**src/design/infix_to_postfix_converter_macros.svh**
```systemverilog
// ----------------------------------------------------------------------------
// Assertion macros for the infix to postfix converter
// Shorthand for the concurrent checks in itp_ctrl.
// ----------------------------------------------------------------------------
`ifndef INFIX_TO_POSTFIX_CONVERTER_MACROS_SVH
`define INFIX_TO_POSTFIX_CONVERTER_MACROS_SVH

// Same-cycle implication, sampled on clk and ignored while rst is high.
`define ITP_ASSERT_SAME(label, ante, cons) \
  label: assert property (@(posedge clk) disable iff (rst) (ante) |-> (cons)) \
    else $error("itp check failed");

// Next-cycle implication, sampled on clk and ignored while rst is high.
`define ITP_ASSERT_NEXT(label, ante, cons) \
  label: assert property (@(posedge clk) disable iff (rst) (ante) |=> (cons)) \
    else $error("itp check failed");

`endif

```
**src/design/itp_pkg.sv**
```systemverilog
// ----------------------------------------------------------------------------
// itp_pkg
// Types, codes and helper functions shared by the converter modules.
// ----------------------------------------------------------------------------
package itp_pkg;

  localparam int STACK_DEPTH = 32;
  localparam int CNT_W       = $clog2(STACK_DEPTH + 1);

  localparam logic [CNT_W-1:0] STACK_FULL = CNT_W'(STACK_DEPTH);

  typedef logic [2:0] code_t;

  localparam code_t CODE_NONE = 3'd0;
  localparam code_t CODE_ADD  = 3'd1;
  localparam code_t CODE_SUB  = 3'd2;
  localparam code_t CODE_MUL  = 3'd3;
  localparam code_t CODE_DIV  = 3'd4;
  localparam code_t CODE_PAR  = 3'd5;
  localparam code_t CODE_BRK  = 3'd6;
  localparam code_t CODE_BRC  = 3'd7;

  localparam logic [1:0] FAULT_NONE     = 2'd0;
  localparam logic [1:0] FAULT_MISMATCH = 2'd1;
  localparam logic [1:0] FAULT_OVERFLOW = 2'd2;

  localparam logic [7:0] CH_PLUS  = 8'h2B;
  localparam logic [7:0] CH_MINUS = 8'h2D;
  localparam logic [7:0] CH_STAR  = 8'h2A;
  localparam logic [7:0] CH_SLASH = 8'h2F;
  localparam logic [7:0] CH_HASH  = 8'h23;
  localparam logic [7:0] CH_LPAR  = 8'h28;
  localparam logic [7:0] CH_RPAR  = 8'h29;
  localparam logic [7:0] CH_LBRK  = 8'h5B;
  localparam logic [7:0] CH_RBRK  = 8'h5D;
  localparam logic [7:0] CH_LBRC  = 8'h7B;
  localparam logic [7:0] CH_RBRC  = 8'h7D;

  typedef struct packed {
    logic [7:0] sym;
    logic       end_expr;
  } in_item_t;

  typedef struct packed {
    logic [7:0] out_sym;
    logic       run_last;
    logic       expr_done;
    logic [1:0] status;
  } out_item_t;

  // Shift command broadcast to every stack cell.
  typedef struct packed {
    logic push;
    logic pop;
  } stack_op_t;

  function automatic logic [1:0] code_level(input code_t code);
    logic [1:0] lvl;
    begin
      if (code == CODE_MUL || code == CODE_DIV) begin
        lvl = 2'd3;
      end else if (code == CODE_ADD || code == CODE_SUB) begin
        lvl = 2'd2;
      end else begin
        lvl = 2'd1;
      end
      return lvl;
    end
  endfunction

  function automatic logic is_opener(input code_t code);
    return code >= CODE_PAR;
  endfunction

  function automatic logic [7:0] code_char(input code_t code);
    logic [7:0] ch;
    begin
      unique case (code)
        CODE_ADD: ch = CH_PLUS;
        CODE_SUB: ch = CH_MINUS;
        CODE_MUL: ch = CH_STAR;
        CODE_DIV: ch = CH_SLASH;
        CODE_PAR: ch = CH_LPAR;
        CODE_BRK: ch = CH_LBRK;
        CODE_BRC: ch = CH_LBRC;
        default:  ch = 8'h00;
      endcase
      return ch;
    end
  endfunction

endpackage

```
**src/design/infix_to_postfix_converter.sv**
```systemverilog
// ----------------------------------------------------------------------------
// infix_to_postfix_converter
// Shunting-yard converter: one infix character in, its postfix output out.
// ----------------------------------------------------------------------------
// Each transfer in is taken in the idle state and then handled in the
// processing state, which stays on for every operator popped from the
// operator stack; a flush also pops each leftover opener, while a closer
// removes the topmost opener in the step that returns to idle. The stack is a
// row of STACK_DEPTH shift cells that moves one entry per cycle unless a
// stalled output holds a pop, so popping sets the rate. Results wait in a
// one-entry output register and a stalled output holds up the sequencer only when it has a result to write.
module infix_to_postfix_converter
  import itp_pkg::*;
(
  input  logic      clk,
  input  logic      rst,
  input  logic      in_valid,
  output logic      in_ready,
  input  in_item_t  in_item,
  output logic      out_valid,
  input  logic      out_ready,
  output out_item_t out_item
);

  stack_op_t stack_op;
  code_t     push_code;
  code_t     cell_code [STACK_DEPTH];

  itp_ctrl u_ctrl (
    .clk         (clk),
    .rst         (rst),
    .in_valid    (in_valid),
    .in_ready    (in_ready),
    .in_item     (in_item),
    .out_valid   (out_valid),
    .out_ready   (out_ready),
    .out_item    (out_item),
    .top_code    (cell_code[0]),
    .second_code (cell_code[1]),
    .stack_op    (stack_op),
    .push_code   (push_code)
  );

  for (genvar i = 0; i < STACK_DEPTH; i++) begin : g_cell
    code_t above;
    code_t below;
    if (i == 0) begin : g_top
      assign above = push_code;
    end else begin : g_mid
      assign above = cell_code[i-1];
    end
    if (i == STACK_DEPTH - 1) begin : g_bottom
      assign below = CODE_NONE;
    end else begin : g_inner
      assign below = cell_code[i+1];
    end
    itp_cell u_cell (
      .clk        (clk),
      .op         (stack_op),
      .from_above (above),
      .from_below (below),
      .code       (cell_code[i])
    );
  end

endmodule

```
**src/design/itp_cell.sv**
```systemverilog
// ----------------------------------------------------------------------------
// itp_cell
// One entry of the shift stack: loads from the cell above on a push and
// from the cell below on a pop.
// ----------------------------------------------------------------------------
module itp_cell
  import itp_pkg::*;
(
  input  logic      clk,
  input  stack_op_t op,
  input  code_t     from_above,
  input  code_t     from_below,
  output code_t     code
);

  always_ff @(posedge clk) begin
    if (op.push) begin
      code <= from_above;
    end else if (op.pop) begin
      code <= from_below;
    end
  end

endmodule

```
**src/design/itp_ctrl.sv**
```systemverilog
// ----------------------------------------------------------------------------
// itp_ctrl
// Sequencer for the converter: decodes each character, drives the cell row
// one push or pop per cycle unless a stalled output holds a pop, keeps the
// fill count and fault, and holds the output register.
// ----------------------------------------------------------------------------
`include "infix_to_postfix_converter_macros.svh"

module itp_ctrl
  import itp_pkg::*;
(
  input  logic      clk,
  input  logic      rst,
  input  logic      in_valid,
  output logic      in_ready,
  input  in_item_t  in_item,
  output logic      out_valid,
  input  logic      out_ready,
  output out_item_t out_item,
  input  code_t     top_code,
  input  code_t     second_code,
  output stack_op_t stack_op,
  output code_t     push_code
);

  typedef enum logic {
    S_IDLE,
    S_PROC
  } state_t;

  state_t           state;
  logic [7:0]       item_sym;
  logic             item_end;
  logic [CNT_W-1:0] cnt;
  logic [1:0]       fault;
  logic             ovalid;

  logic             finish, opener, closer, arith;
  code_t            want_code, new_code;
  logic [1:0]       new_level;
  logic             can_emit, stack_full, one_left;
  logic             emit, go_idle, clr_fault;
  logic [1:0]       set_fault;
  out_item_t        emit_item;

  assign in_ready  = (state == S_IDLE);
  assign out_valid = ovalid;
  assign can_emit  = !ovalid || out_ready;
  assign stack_full = (cnt == STACK_FULL);
  assign one_left   = (cnt == CNT_W'(1));

  always_comb begin
    finish = item_end || item_sym == CH_HASH;
    opener = item_sym == CH_LPAR || item_sym == CH_LBRK || item_sym == CH_LBRC;
    closer = item_sym == CH_RPAR || item_sym == CH_RBRK || item_sym == CH_RBRC;
    arith  = item_sym == CH_PLUS || item_sym == CH_MINUS ||
             item_sym == CH_STAR || item_sym == CH_SLASH;
    unique case (item_sym)
      CH_RPAR: want_code = CODE_PAR;
      CH_RBRK: want_code = CODE_BRK;
      default: want_code = CODE_BRC;
    endcase
    unique case (item_sym)
      CH_LPAR:  new_code = CODE_PAR;
      CH_LBRK:  new_code = CODE_BRK;
      CH_LBRC:  new_code = CODE_BRC;
      CH_PLUS:  new_code = CODE_ADD;
      CH_MINUS: new_code = CODE_SUB;
      CH_STAR:  new_code = CODE_MUL;
      default:  new_code = CODE_DIV;
    endcase
    new_level = code_level(new_code);
  end

  always_comb begin
    stack_op  = '0;
    push_code = new_code;
    emit      = 1'b0;
    go_idle   = 1'b0;
    clr_fault = 1'b0;
    set_fault = FAULT_NONE;
    emit_item = '0;
    emit_item.out_sym = code_char(top_code);
    if (state == S_PROC) begin
      if (finish) begin
        if (cnt != '0) begin
          if (is_opener(top_code)) begin
            stack_op.pop = 1'b1;
            set_fault    = FAULT_MISMATCH;
          end else if (can_emit) begin
            stack_op.pop = 1'b1;
            emit         = 1'b1;
          end
        end else if (can_emit) begin
          emit                = 1'b1;
          emit_item.out_sym   = 8'h00;
          emit_item.run_last  = 1'b1;
          emit_item.expr_done = 1'b1;
          emit_item.status    = fault;
          clr_fault           = 1'b1;
          go_idle             = 1'b1;
        end
      end else if (opener) begin
        go_idle = 1'b1;
        if (stack_full) begin
          set_fault = FAULT_OVERFLOW;
        end else begin
          stack_op.push = 1'b1;
        end
      end else if (closer) begin
        if (cnt == '0) begin
          set_fault = FAULT_MISMATCH;
          go_idle   = 1'b1;
        end else if (is_opener(top_code)) begin
          stack_op.pop = 1'b1;
          go_idle      = 1'b1;
          if (top_code != want_code) begin
            set_fault = FAULT_MISMATCH;
          end
        end else if (can_emit) begin
          // Look one entry down to know whether this pop ends the run.
          stack_op.pop       = 1'b1;
          emit               = 1'b1;
          emit_item.run_last = one_left || is_opener(second_code);
        end
      end else if (arith) begin
        if (cnt != '0 && code_level(top_code) >= new_level) begin
          if (can_emit) begin
            stack_op.pop       = 1'b1;
            emit               = 1'b1;
            emit_item.run_last = one_left || (code_level(second_code) < new_level);
          end
        end else begin
          go_idle = 1'b1;
          if (stack_full) begin
            set_fault = FAULT_OVERFLOW;
          end else begin
            stack_op.push = 1'b1;
          end
        end
      end else if (can_emit) begin
        emit               = 1'b1;
        emit_item.out_sym  = item_sym;
        emit_item.run_last = 1'b1;
        go_idle            = 1'b1;
      end
    end
  end

  always_ff @(posedge clk) begin
    if (rst) begin
      state  <= S_IDLE;
      cnt    <= '0;
      fault  <= FAULT_NONE;
      ovalid <= 1'b0;
    end else begin
      unique case (state)
        S_IDLE: if (in_valid) state <= S_PROC;
        S_PROC: if (go_idle) state <= S_IDLE;
        default: state <= S_IDLE;
      endcase
      if (stack_op.push) begin
        cnt <= cnt + CNT_W'(1);
      end else if (stack_op.pop) begin
        cnt <= cnt - CNT_W'(1);
      end
      if (clr_fault) begin
        fault <= FAULT_NONE;
      end else if (set_fault != FAULT_NONE && fault == FAULT_NONE) begin
        fault <= set_fault;
      end
      if (emit) begin
        ovalid <= 1'b1;
      end else if (out_ready) begin
        ovalid <= 1'b0;
      end
    end
  end

  always_ff @(posedge clk) begin
    if (in_valid && in_ready) begin
      item_sym <= in_item.sym;
      item_end <= in_item.end_expr;
    end
    if (emit) begin
      out_item <= emit_item;
    end
  end

  `ITP_ASSERT_SAME(a_cnt_bound, 1'b1, cnt <= STACK_FULL)
  `ITP_ASSERT_SAME(a_done_is_last, out_valid && out_item.expr_done, out_item.run_last)
  `ITP_ASSERT_SAME(a_status_on_term, out_valid && !out_item.expr_done,
                   out_item.status == FAULT_NONE)
  `ITP_ASSERT_NEXT(a_term_clears, emit && emit_item.expr_done,
                   cnt == '0 && fault == FAULT_NONE)
  `ITP_ASSERT_SAME(a_one_shift, 1'b1, !(stack_op.push && stack_op.pop))

endmodule
```
**config.mk**
```make
export PLATFORM = sky130hd
export DESIGN_NAME = infix_to_postfix_converter
export DESIGN_NICKNAME = d
export VERILOG_FILES = /design/src/design/itp_pkg.sv /design/src/design/infix_to_postfix_converter.sv /design/src/design/itp_cell.sv /design/src/design/itp_ctrl.sv
export VERILOG_INCLUDE_DIRS = /design/src /design/src/design
export SDC_FILE = /design/constraint.sdc
export NUM_CORES = 1
export LEC_CHECK = 0
export ABC_AREA = 0
export BUFFER_PORTS_ARGS = -buffer_cell sky130_fd_sc_hd__buf_2
export CAP_MARGIN = 20
export CORE_ASPECT_RATIO = 0.7
export CORE_MARGIN = 1.5
export CORE_UTILIZATION = 25
export CTS_BUF_LIST = sky130_fd_sc_hd__clkbuf_8
export CTS_CLUSTER_DIAMETER = 100
export CTS_CLUSTER_SIZE = 10
export DETAILED_ROUTE_END_ITERATION = 8
export SLEW_MARGIN = 40
export SYNTH_ARGS = -nofsm -noshare
export SYNTH_HDL_FRONTEND = slang
export SYNTH_HIERARCHICAL = 1
export SYNTH_SLANG_ARGS = --single-unit
```
**constraint.sdc**
```tcl
create_clock -name clk -period 5.17 [get_ports clk]
set_clock_uncertainty 0.1 [all_clocks]
set_input_delay 1.551 -clock clk [delete_from_list [all_inputs] [get_ports clk]]
set_output_delay 1.551 -clock clk [all_outputs]
set_load 0.02 [all_outputs]
```
==> summary.md, run 1 <==
| Metric | Value |
|---|---|
| Status | `complete, no violations` |
| Clock sink count | `127` |
| Post-DP HPWL | `8750 um` |
| Buffers added on ports | `26` |
| DRC | `0` |
| Fmax | `0.238 GHz` |
| Syn. warnings | `6` |
| Post-DR wirelength/cell | `14.7 um` |
| Power density over the cells | `330 mW/mm2` |
| Core Area | `0.0246 mm2` |
| Initial DRC count | `230` |
| Max Buffers Root-to-Sink | `2` |
| Critical path class | `flop to flop` |
| Global-route wire length before repair | `19800 um` |
| Global route total overflow | `0` |
| Vias in the first global route | `3611` |
| CTS Root Cell | `clkbuf_8` |
| CP Launch Point | `u_ctrl/item_sym[6]` |
| Mapped Cells | `439` |
| Worst Tran Pin Value | `782 ps` |
| Total GRT Usage | `0.100` |
| Die height | `135 um` |
| Part of the cycle the worst path needs | `0.814` |
| Synth area leaders | `edfxtp_1 56%, mux2_2 18%, or2_2 3.3%, dfxtp_1 3.2%, nor2_1 1.3%` |
| Max Cap Viol | `0` |
| Initial Utilization | `0.253` |
| Worst setup path endpoint | `g_cell[2].u_cell/code[2]` |
| Startpoint class of the critical path | `flop` |
| Cell depth of the worst setup path | `10` |
| Final Net Count | `502` |
| Total CTS buffers | `17` |
| Crit path cell chain | `or3b_4, o31a_1, or3_1, inv_1, ha_1, a21oi_1, o21ai_1, a21oi_4, buf_4, mux2_2` |
| Unrepaired setup endpoints after global routing | `false` |
| Crit path max-delay family | `compound AO/OA/AOI/OAI gates` |
| CTS tree | `yes` |
| CTS Hold Bufs | `0` |
| P&R area growth vs syn | `16.2%` |
| Sequential share of the synthesized area | `0.597` |
| H-tree Lvls | `4` |
| R2R setup slack | `960 ps` |
| Reg-to-Reg End | `g_cell[2].u_cell/code[2]` |
| RR Startpoint | `u_ctrl/item_sym[6]` |
| P_leak | `2.50 nW` |
| Worst-path fanout max | `27` |
| DP Cell Count | `789` |
| Synth Flop Type | `edfxtp_1` |
| Slowest stage cell on the critical path | `a21oi_4` |
| Final setup vio count | `0` |
| Share of layout cells above drive strength 1 | `0.433` |
| Vias per cell | `4.42` |
| Final min period | `4210 ps` |
| I/O pin count | `27` |
| Via count | `3636` |
| Final Slew Violations | `0` |
| Crit path largest cell delay | `680 ps` |
| Hold slack | `413 ps` |
| Fin. Hold Viols | `0` |
| Drt total wl | `12100 um` |
| Non-Filler Instances | `822` |
| Synthesized area | `0.00622 mm2` |
| Post-synth top area share | `0.565` |
| Die ar. | `0.0259 mm2` |
| Post_cts resized | `0` |
| Reg2Reg Depth | `10` |
| FP Rows | `48` |
| Worst VDD drop | `0.152 mV` |
| Synth cell types | `65` |
| Synthesized area per cell | `14.2 um2` |
| Chip width | `192 um` |
| Data required, critical path | `5270 ps` |
| Worst path arrival time | `4310 ps` |
| # fillers | `2402` |
| Post-synth EDFFs | `117` |
| TritonRoute pass-1 iters | `5` |
| Largest net degree at the start of global routing | `41` |
| Power, Total | `2.38 mW` |
| Total negative setup slack | `0 ps` |
| Slew margin rel. | `0.477` |
| Area leader, netlist | `edfxtp_1` |
| GPL Wtd Cong | `0.795` |
| Worst Path Buf+Inv | `2` |
| Clk Latency, worst-skew pair | `460 ps` |
| Crit path capture type | `flop` |
| HP Class | `flop to flop` |
| Synthesized flop and latch total | `127` |
| Antenna Nets Post-Route | `0` |
| Clk slew on worst S/H paths | `80 ps` |
| Post-CTS Setup Bufs | `0` |
| Ys async rst share | `0` |
| Initial antenna violation count | `0` |
[final cells by class]
cell class	count	area [um2]	share of cell area
timing repair buffer	33	220	0.0305
inverter	7	26.3	0.00363
sequential	127	3710	0.514
clock buffer	17	234	0.0324
antenna	1	2.50	0.000346
tap	325	407	0.0562
multi-input combinational	297	2440	0.337
clock inverter	15	186	0.0258
[sequential cells by signal, indices dropped and copies added (netlist names)]
name and count:
u_ctrl/item_sym 8, u_ctrl/out_valid 1, u_ctrl/fault 2, u_ctrl/out_item 12
u_ctrl/cnt 6, u_ctrl/item_end 1, g_cell.u_cell/code 96, u_ctrl/state 1
[logic make-up (layout without fill, tap and decap cells)]
family                   count (synthesis)  after routing  share of synthesized area
buffers and inverters                   17             72                     0.0139
adder cells (fa/ha/maj)                  6              6                     0.0121
other                                    1              4                   0.000603
multiplexers                           105            105                      0.189
AO/OA/AOI/OAI                           49             49                     0.0577
XOR/XNOR                                 6              6                    0.00845
flip-flops                             127            127                      0.597
AND/OR/NAND/NOR                        128            128                      0.121
[worst register-to-register path: stages, from the launching register on]
cell and delay (ps):
edfxtp_1 490, or3b_4 470, o31a_1 250, or3_1 480
inv_1 130, ha_1 230, a21oi_1 190, o21ai_1 180
a21oi_4 680, buf_4 380, mux2_2 380
[stage by stage]
| stage | utilization | worst slack [ps] | cell area, um2 |
|---|---|---|---|
| 3_5_place_dp | 0.277 | 970 | 6800 |
| 6_report | 0.294 | 962 | 7230 |
| 5_1_grt | 0.294 | 752 | 7230 |
| 2_1_floorplan | - | 112 | 6230 |
| 3_3_place_gp | 0.277 | 1050 | 6800 |
| 4_1_cts | 0.294 | 941 | 7220 |
[per-layer routing]
metal	wire length, um	GRT usage
met1	6150	0.143
met2	5110	0.138
met4	198	0.0490
met3	609	0.0270
met5	0	0
[how the worst min path moves through the flow]
stage,startpoint,to,slack [ps],cells past startpoint
2_1_floorplan,u_ctrl/fault[1],u_ctrl/fault[1],380,2
6_report,u_ctrl/fault[1],u_ctrl/fault[1],410,2
5_1_grt,u_ctrl/fault[1],u_ctrl/fault[1],450,2
3_5_place_dp,u_ctrl/fault[1],u_ctrl/fault[1],410,2
4_1_cts,u_ctrl/fault[1],u_ctrl/fault[1],420,2
3_3_place_gp,u_ctrl/fault[1],u_ctrl/fault[1],400,2
[layout by cell type, fill, tap and decap left out, types with 3 or more instances in the layout]
master,instances
edfxtp_1,117
mux2_2,99
or2_2,33
buf_2,26
nor2_1,22
clkbuf_8,17
nand2_1,15
a21oi_1,13
dfxtp_1,10
nor2b_1,8
o21ai_0,8
inv_1,7
nor3_1,7
ha_1,6
clkinv_4,5
mux2i_1,5
nand3_1,5
buf_4,4
nand2b_1,4
nor4_1,4
inv_6,3
bufinv_16,3
conb_1,3
buf_12,3
and2_1,3
xnor2_1,3
xor2_1,3
[cells in the mapped netlist, types with 3 or more instances]
master	n
or2_2	33
ha_1	6
and2_1	3
dfxtp_1	10
nand2_1	15
a21oi_1	13
nand2b_1	4
nor3_1	7
inv_1	7
xor2_1	3
nor2_1	22
mux2i_1	5
nand3_1	5
edfxtp_1	117
xnor2_1	3
nor2b_1	9
clkbuf_1	5
o21ai_0	8
mux2_2	99
nor4_1	4
[report_power, final]
group	internal (mW)	leakage, nW	total [mW]	switching [mW]
combinational	0.102	1.14	0.235	0.133
clock	0.484	0.208	0.907	0.423
sequential	1.20	1.16	1.24	0.0468
total	1.78	2.50	2.38	0.603
No activity file was read; power rests on OpenSTA's default activity.
==> run 2, diff against run 1 <==
ABC_AREA = 1   (was 0)
clock period = 4.4 ns   (was 5.17 ns; I/O delays follow)
==> summary.md, run 2 <==
| Metric | Value |
|---|---|
| Via count | `4797` |
| Clk slew on worst S/H paths | `80 ps` |
| Core Area | `0.0256 mm2` |
| Top reg by flops | `g_cell.u_cell/code` |
| Max Cap Viol | `0` |
| Slowest stage cell on the critical path | `clkinvlp_4` |
| CTS Hold Bufs | `0` |
| Synthesized area per cell | `8.69 um2` |
| Vias in the first global route | `4375` |
| Share of layout cells above drive strength 1 | `0.169` |
| Syn. warnings | `6` |
| Initial Utilization | `0.254` |
| Max Buffers Root-to-Sink | `2` |
| Synth Flop Type | `edfxtp_1` |
| I/O pin count | `27` |
| Post_cts resized | `0` |
| Int Power | `1.87 mW` |
| Clock sink count | `127` |
| DRC | `0` |
| Worst VDD drop | `0.151 mV` |
| Final min period | `3520 ps` |
| Fin. Hold Viols | `0` |
| Crit path capture type | `flop` |
| Slew margin rel. | `0.509` |
| Antenna Nets Post-Route | `0` |
| Commonest non-fill, non-tap cells in the layout | `355 x nand2_1, 117 x edfxtp_1, 43 x inv_1` |
| Hold Startpoint | `u_ctrl/fault[1]` |
| FP Rows | `49` |
| GPL Wtd Cong | `0.900` |
| Drt total wl | `12900 um` |
| Final setup vio count | `0` |
| Top post-synthesis cells by count | `355 x nand2_1, 117 x edfxtp_1, 44 x inv_1` |
| Clk Latency, worst-skew pair | `440 ps` |
| Final Net Count | `819` |
| TritonRoute pass-1 iters | `5` |
| Area leader, netlist | `edfxtp_1` |
| Data required, critical path | `4490 ps` |
| Fmax | `0.284 GHz` |
| P&R area growth vs syn | `15.2%` |
| Ys async rst share | `0` |
| Total GRT Usage | `0.0978` |
| Worst path arrival time | `3620 ps` |
| Total negative setup slack | `0 ps` |
| Initial antenna violation count | `0` |
| HP Class | `flop to flop` |
| Vias per cell | `4.19` |
| Total CTS buffers | `17` |
| Psw | `673 uW` |
| P_leak | `3.26 nW` |
| Die ar. | `0.0271 mm2` |
| Combinational group share of total power | `0.064` |
| Crit path largest cell delay | `540 ps` |
| Largest net degree at the start of global routing | `56` |
| Post-DP HPWL | `9570 um` |
| Most common cell after layout, fill and taps aside | `nand2_1` |
| Global-route wire length before repair | `21000 um` |
| H-tree Lvls | `4` |
| Part of the cycle the worst path needs | `0.801` |
| Worst-path fanout max | `35` |
| Post-synth top area share | `0.539` |
| Clock Power Share | `0.401` |
| Sw frac | `0.265` |
| CTS tree | `yes` |
| Synth area leaders | `edfxtp_1 54%, nand2_1 20%, dfxtp_1 3.1%, or2_1 3.1%, inv_1 2.5%` |
| Global route total overflow | `0` |
| Final Slew Violations | `0` |
| Power, Total | `2.54 mW` |
| Crit path cell chain | `nor2_1, nand2_4, a21oi_1, inv_1, ha_1, nand2_1, nand3b_1, nand2_1, nand2_2, nand2_4, nand3_4, clkinvlp_4, buf_4, or2_1` |
| CP Launch Point | `u_ctrl/item_sym[6]` |
| Synthesized flop and latch total | `127` |
| RR Startpoint | `u_ctrl/item_sym[6]` |
| Post-DR wirelength/cell | `11.3 um` |
| Buffers added on ports | `26` |
| Die height | `138 um` |
| Critical path class | `flop to flop` |
| Biggest regs | `g_cell.u_cell/code: 96 flops, u_ctrl/out_item: 12 flops, u_ctrl/item_sym: 8 flops` |
| Chip width | `196 um` |
| Initial DRC count | `381` |
| Cell with the most instances after synthesis | `nand2_1` |
| Post-CTS Setup Bufs | `0` |
| Worst Tran Pin Value | `734 ps` |
| Mapped Cells | `750` |
| Sequential share of the synthesized area | `0.570` |
| Post-synth EDFFs | `117` |
| Unrepaired setup endpoints after global routing | `false` |
| Ant diodes | `0` |
| Startpoint class of the critical path | `flop` |
| Max reg flops | `96` |
| Status | `complete, no violations` |
| Power density over the cells | `339 mW/mm2` |
| Synthesized area | `0.00652 mm2` |
| Final Core Density | `0.293` |
| Share of power burned in registers | `0.535` |
| CTS Root Cell | `clkbuf_8` |
| # fillers | `2683` |
| Synth cell types | `33` |
## run 2: changes by cell type after synthesis, moves of 7 or more
| cell | before | now |
|---|---|---|
| nor2_1 | 22 | 30 |
| inv_1 | 7 | 44 |
| or2_1 | 0 | 32 |
| or2_2 | 33 | 1 |
| nand3_1 | 5 | 20 |
| nand2_2 | 0 | 12 |
| o21ai_0 | 8 | 15 |
| mux2_2 | 99 | 0 |
| nand2_1 | 15 | 355 |
| inv_2 | 0 | 41 |
| nor2b_1 | 9 | 0 |
## run 2: cell families (layout without fill, tap and decap cells)
family,count (synthesis),in the layout,synth area share
xor+xnor,8,8,0.0108
other cells,1,3,0.000575
compound gates,42,42,0.0361
simple gates,479,479,0.320
fa+ha+maj,6,6,0.0115
buf+inv,87,148,0.0514
flops,127,127,0.570
## run 2: metrics by stage
stage	setup WS [ps]	hold WS [ps]	cells	instance area [um2]
floorplan	113	348	752	6530
detailed placement	913	368	1112	7110
finish	875	377	1144	7510
global route	621	423	1144	7510
global placement	920	371	1112	7110
CTS	894	380	1144	7510
## run 2: power by group through the flow
stage	Clock (mW)	Sequential, mW	Combinational, mW
2_1_floorplan	0	1.39	0.108
3_3_place_gp	0	1.39	0.161
3_5_place_dp	0	1.39	0.161
4_1_cts	1.05	1.36	0.162
5_1_grt	1.10	1.37	0.183
6_report	1.02	1.36	0.163
## run 2: worst paths after layout
check,slack (ps),depth (start not counted),to
worst max register to register,880,14,g_cell[4].u_cell/code[0]
worst min register to register,380,2,u_ctrl/fault[1]
worst min-delay path,380,2,u_ctrl/fault[1]
worst max-delay path,880,14,g_cell[4].u_cell/code[0]
## run 2: worst max-delay path: cells and delay by family (launching register included)
kind                       cells  cell delay, ps
adders and majority gates      1             270
DFF                            1             470
AOI/OAI and AO/OA              1             200
buffers and inverters          3            1050
and+or+nand+nor                9            1200
## run 2: final cells by class
type                       count  area, um2  area share
clock inverter                15        170      0.0227
clock buffer                  17        234      0.0312
timing repair buffer          31        180      0.0240
tap                          331        414      0.0551
inverter                      85        323      0.0430
sequential                   127       3710       0.494
multi-input combinational    538       2480       0.330
## run 2: per-layer routing
| metal | global-route usage | up-vias | share of wire |
|---|---|---|---|
| li1 | - | 2507 | - |
| met1 | 0.143 | 2170 | 0.52 |
| met2 | 0.132 | 108 | 0.40 |
| met3 | 0.0327 | 12 | 0.062 |
| met4 | 0.0356 | 0 | 0.014 |
| met5 | 0 | - | 0 |
==> run 3, diff against run 2 <==
clock period = 3.03 ns   (was 4.4 ns; I/O delays follow)
==> summary.md, run 3 (synthesis gave the netlist of run 2 again) <==
| Metric | Value |
|---|---|
| Status | `complete, no violations` |
| Max reg flops | `96` |
| Area of placed instances | `0.00718 mm2` |
| CTS Root Cell | `clkbuf_8` |
| Crit path max-delay family | `simple AND/OR/NAND/NOR gates` |
| Total GRT Usage | `0.102` |
| Place WS | `168 ps` |
| Via count | `4879` |
| Final min period | `2820 ps` |
| Largest net degree at the start of global routing | `64` |
| Initial Utilization | `0.254` |
| Slowest stage cell on the critical path | `edfxtp_1` |
| CTS tree | `yes` |
| Combinational group share of total power | `0.066` |
| FP Rows | `49` |
| HP Class | `flop to flop` |
| Final Slew Violations | `0` |
| Chip width | `196 um` |
| Hold slack | `391 ps` |
| Non-Filler Instances | `1158` |
| Worst path arrival time | `2920 ps` |
| Worst Path Buf+Inv | `5` |
| Clock Power Share | `0.404` |
| Core Area | `0.0256 mm2` |
| Post-DR wirelength/cell | `11.5 um` |
| Part of the cycle the worst path needs | `0.932` |
| Power density over the cells | `486 mW/mm2` |
| Data required, critical path | `3130 ps` |
| Hold EP | `u_ctrl/fault[1]` |
| Crit path largest cell delay | `430 ps` |
| Reg2Reg Depth | `17` |
| Biggest regs | `g_cell.u_cell/code: 96 flops, u_ctrl/out_item: 12 flops, u_ctrl/item_sym: 8 flops` |
| Psw | `944 uW` |
| Final Net Count | `833` |
| Global-route wire length before repair | `22200 um` |
| Setup WS post-layout | `206 ps` |
| Vias per cell | `4.21` |
| Reg-to-Reg End | `g_cell[25].u_cell/code[1]` |
| CTS Hold Bufs | `0` |
| Share of layout cells above drive strength 1 | `0.186` |
| Unrepaired setup endpoints after global routing | `false` |
| Global route total overflow | `0` |
| Vias in the first global route | `4613` |
| R2R setup slack | `210 ps` |
| Total CTS buffers | `17` |
| Most used cell, CP | `nand2_1` |
| Post-DP HPWL | `9700 um` |
| Share of power burned in registers | `0.530` |
| Most common cell after layout, fill and taps aside | `nand2_1` |
| Max Cap Viol | `0` |
| DRC | `0` |
| DP Cell Count | `1119` |
| Max Buffers Root-to-Sink | `2` |
| Drt total wl | `13300 um` |
| Clock sink count | `127` |
| Die height | `138 um` |
| Ant diodes | `0` |
| Int Power | `2.79 mW` |
| Antenna Nets Post-Route | `0` |
| Initial antenna violation count | `0` |
| Hold Startpoint | `u_ctrl/fault[1]` |
| CP Launch Point | `u_ctrl/item_sym[3]` |
| Initial DRC count | `406` |
| I/O pin count | `27` |
| Fin. Hold Viols | `0` |
| Crit path capture type | `flop` |
| P&R area growth vs syn | `17.7%` |
| Critical path class | `flop to flop` |
| Crit path cell chain | `inv_2, nor2_4, nand2_2, a21oi_2, inv_1, ha_1, nand2_1, nand3b_1, nand2_1, nand2_2, nand2_4, nand3_4, clkinvlp_4, buf_4, clkbuf_16, nand2_1, nand2_1` |
| TritonRoute pass-1 iters | `5` |
| Sw frac | `0.253` |
| Clk slew on worst S/H paths | `80 ps` |
| Post-layout instance area | `0.00767 mm2` |
| Die ar. | `0.0271 mm2` |
| P_leak | `3.34 nW` |
| Top reg by flops | `g_cell.u_cell/code` |
| Buffers added on ports | `26` |
| H-tree Lvls | `4` |
| Commonest non-fill, non-tap cells in the layout | `355 x nand2_1, 117 x edfxtp_1, 43 x inv_1` |
| Worst-path fanout max | `31` |
| Startpoint class of the critical path | `flop` |
| Hold Path Cell Cnt | `2` |
| Final setup vio count | `0` |
| RR Startpoint | `u_ctrl/item_sym[3]` |
| Clk Latency, worst-skew pair | `450 ps` |
| Fmax | `0.354 GHz` |
| GPL Wtd Cong | `0.916` |
| Worst VDD drop | `0.263 mV` |
## run 3: changes by cell type in the layout (fill, tap and decap cells not counted), sizes merged
| cell | before | now |
|---|---|---|
| bufinv | 1 | 2 |
| clkinvlp | 3 | 2 |
| inv | 94 | 91 |
| clkbuf | 17 | 18 |
| clkinv | 2 | 5 |
| buf | 31 | 44 |
## run 3: worst min-delay path: stages (launching register included)
cell     delay (ps)
dfxtp_1         320
inv_1            70
a21oi_1          70
## run 3: area by class of cell
cell class	instances	area [um2]
Clock buffer	17	234
Clock inverter	15	174
Fill cell	2703	18000
Tap cell	331	414
Sequential cell	127	3710
Inverter	85	323
Multi-Input combinational cell	538	2490
Timing Repair Buffer	45	323
## run 3: how the worst max path moves through the flow
stage                                      to  slack [ps]  cells after the start
finish              g_cell[25].u_cell/code[1]         210                     17
floorplan            g_cell[0].u_cell/code[0]       -1160                     14
CTS                  g_cell[6].u_cell/code[2]         130                     15
detailed placement   g_cell[6].u_cell/code[0]         170                     15
global placement    g_cell[22].u_cell/code[2]         210                     15
global route         g_cell[0].u_cell/code[1]          10                     16
## run 3: timing repair
action	4_1_cts	5_1_grt
setup endpoints to repair	0	129
buffers inserted	0	6
resized for setup	0	3
## run 3: power groups by stage
stage,logic [mW],clock network (mW),registers (mW)
4_1_cts,0.243,1.55,1.98
2_1_floorplan,0.159,0,2.02
5_1_grt,0.274,1.63,1.98
3_3_place_gp,0.242,0,2.02
6_report,0.245,1.51,1.98
3_5_place_dp,0.242,0,2.02
## run 3: through the flow
step / utilization / setup TNS, ps / total power, mW
3_3_place_gp: 0.280 / 0 / 2.26
2_1_floorplan: - / -193820 / 2.18
4_1_cts: 0.296 / 0 / 3.77
5_1_grt: 0.299 / 0 / 3.88
6_report: 0.299 / 0 / 3.73
3_5_place_dp: 0.280 / 0 / 2.26
## run 3: metal layers
layer	vias up	routed length [um]	global-route usage
li1	2531	-	-
met1	2221	7420	0.155
met2	117	5160	0.138
met3	10	630	0.0310
met4	0	138	0.0291
met5	-	0	0
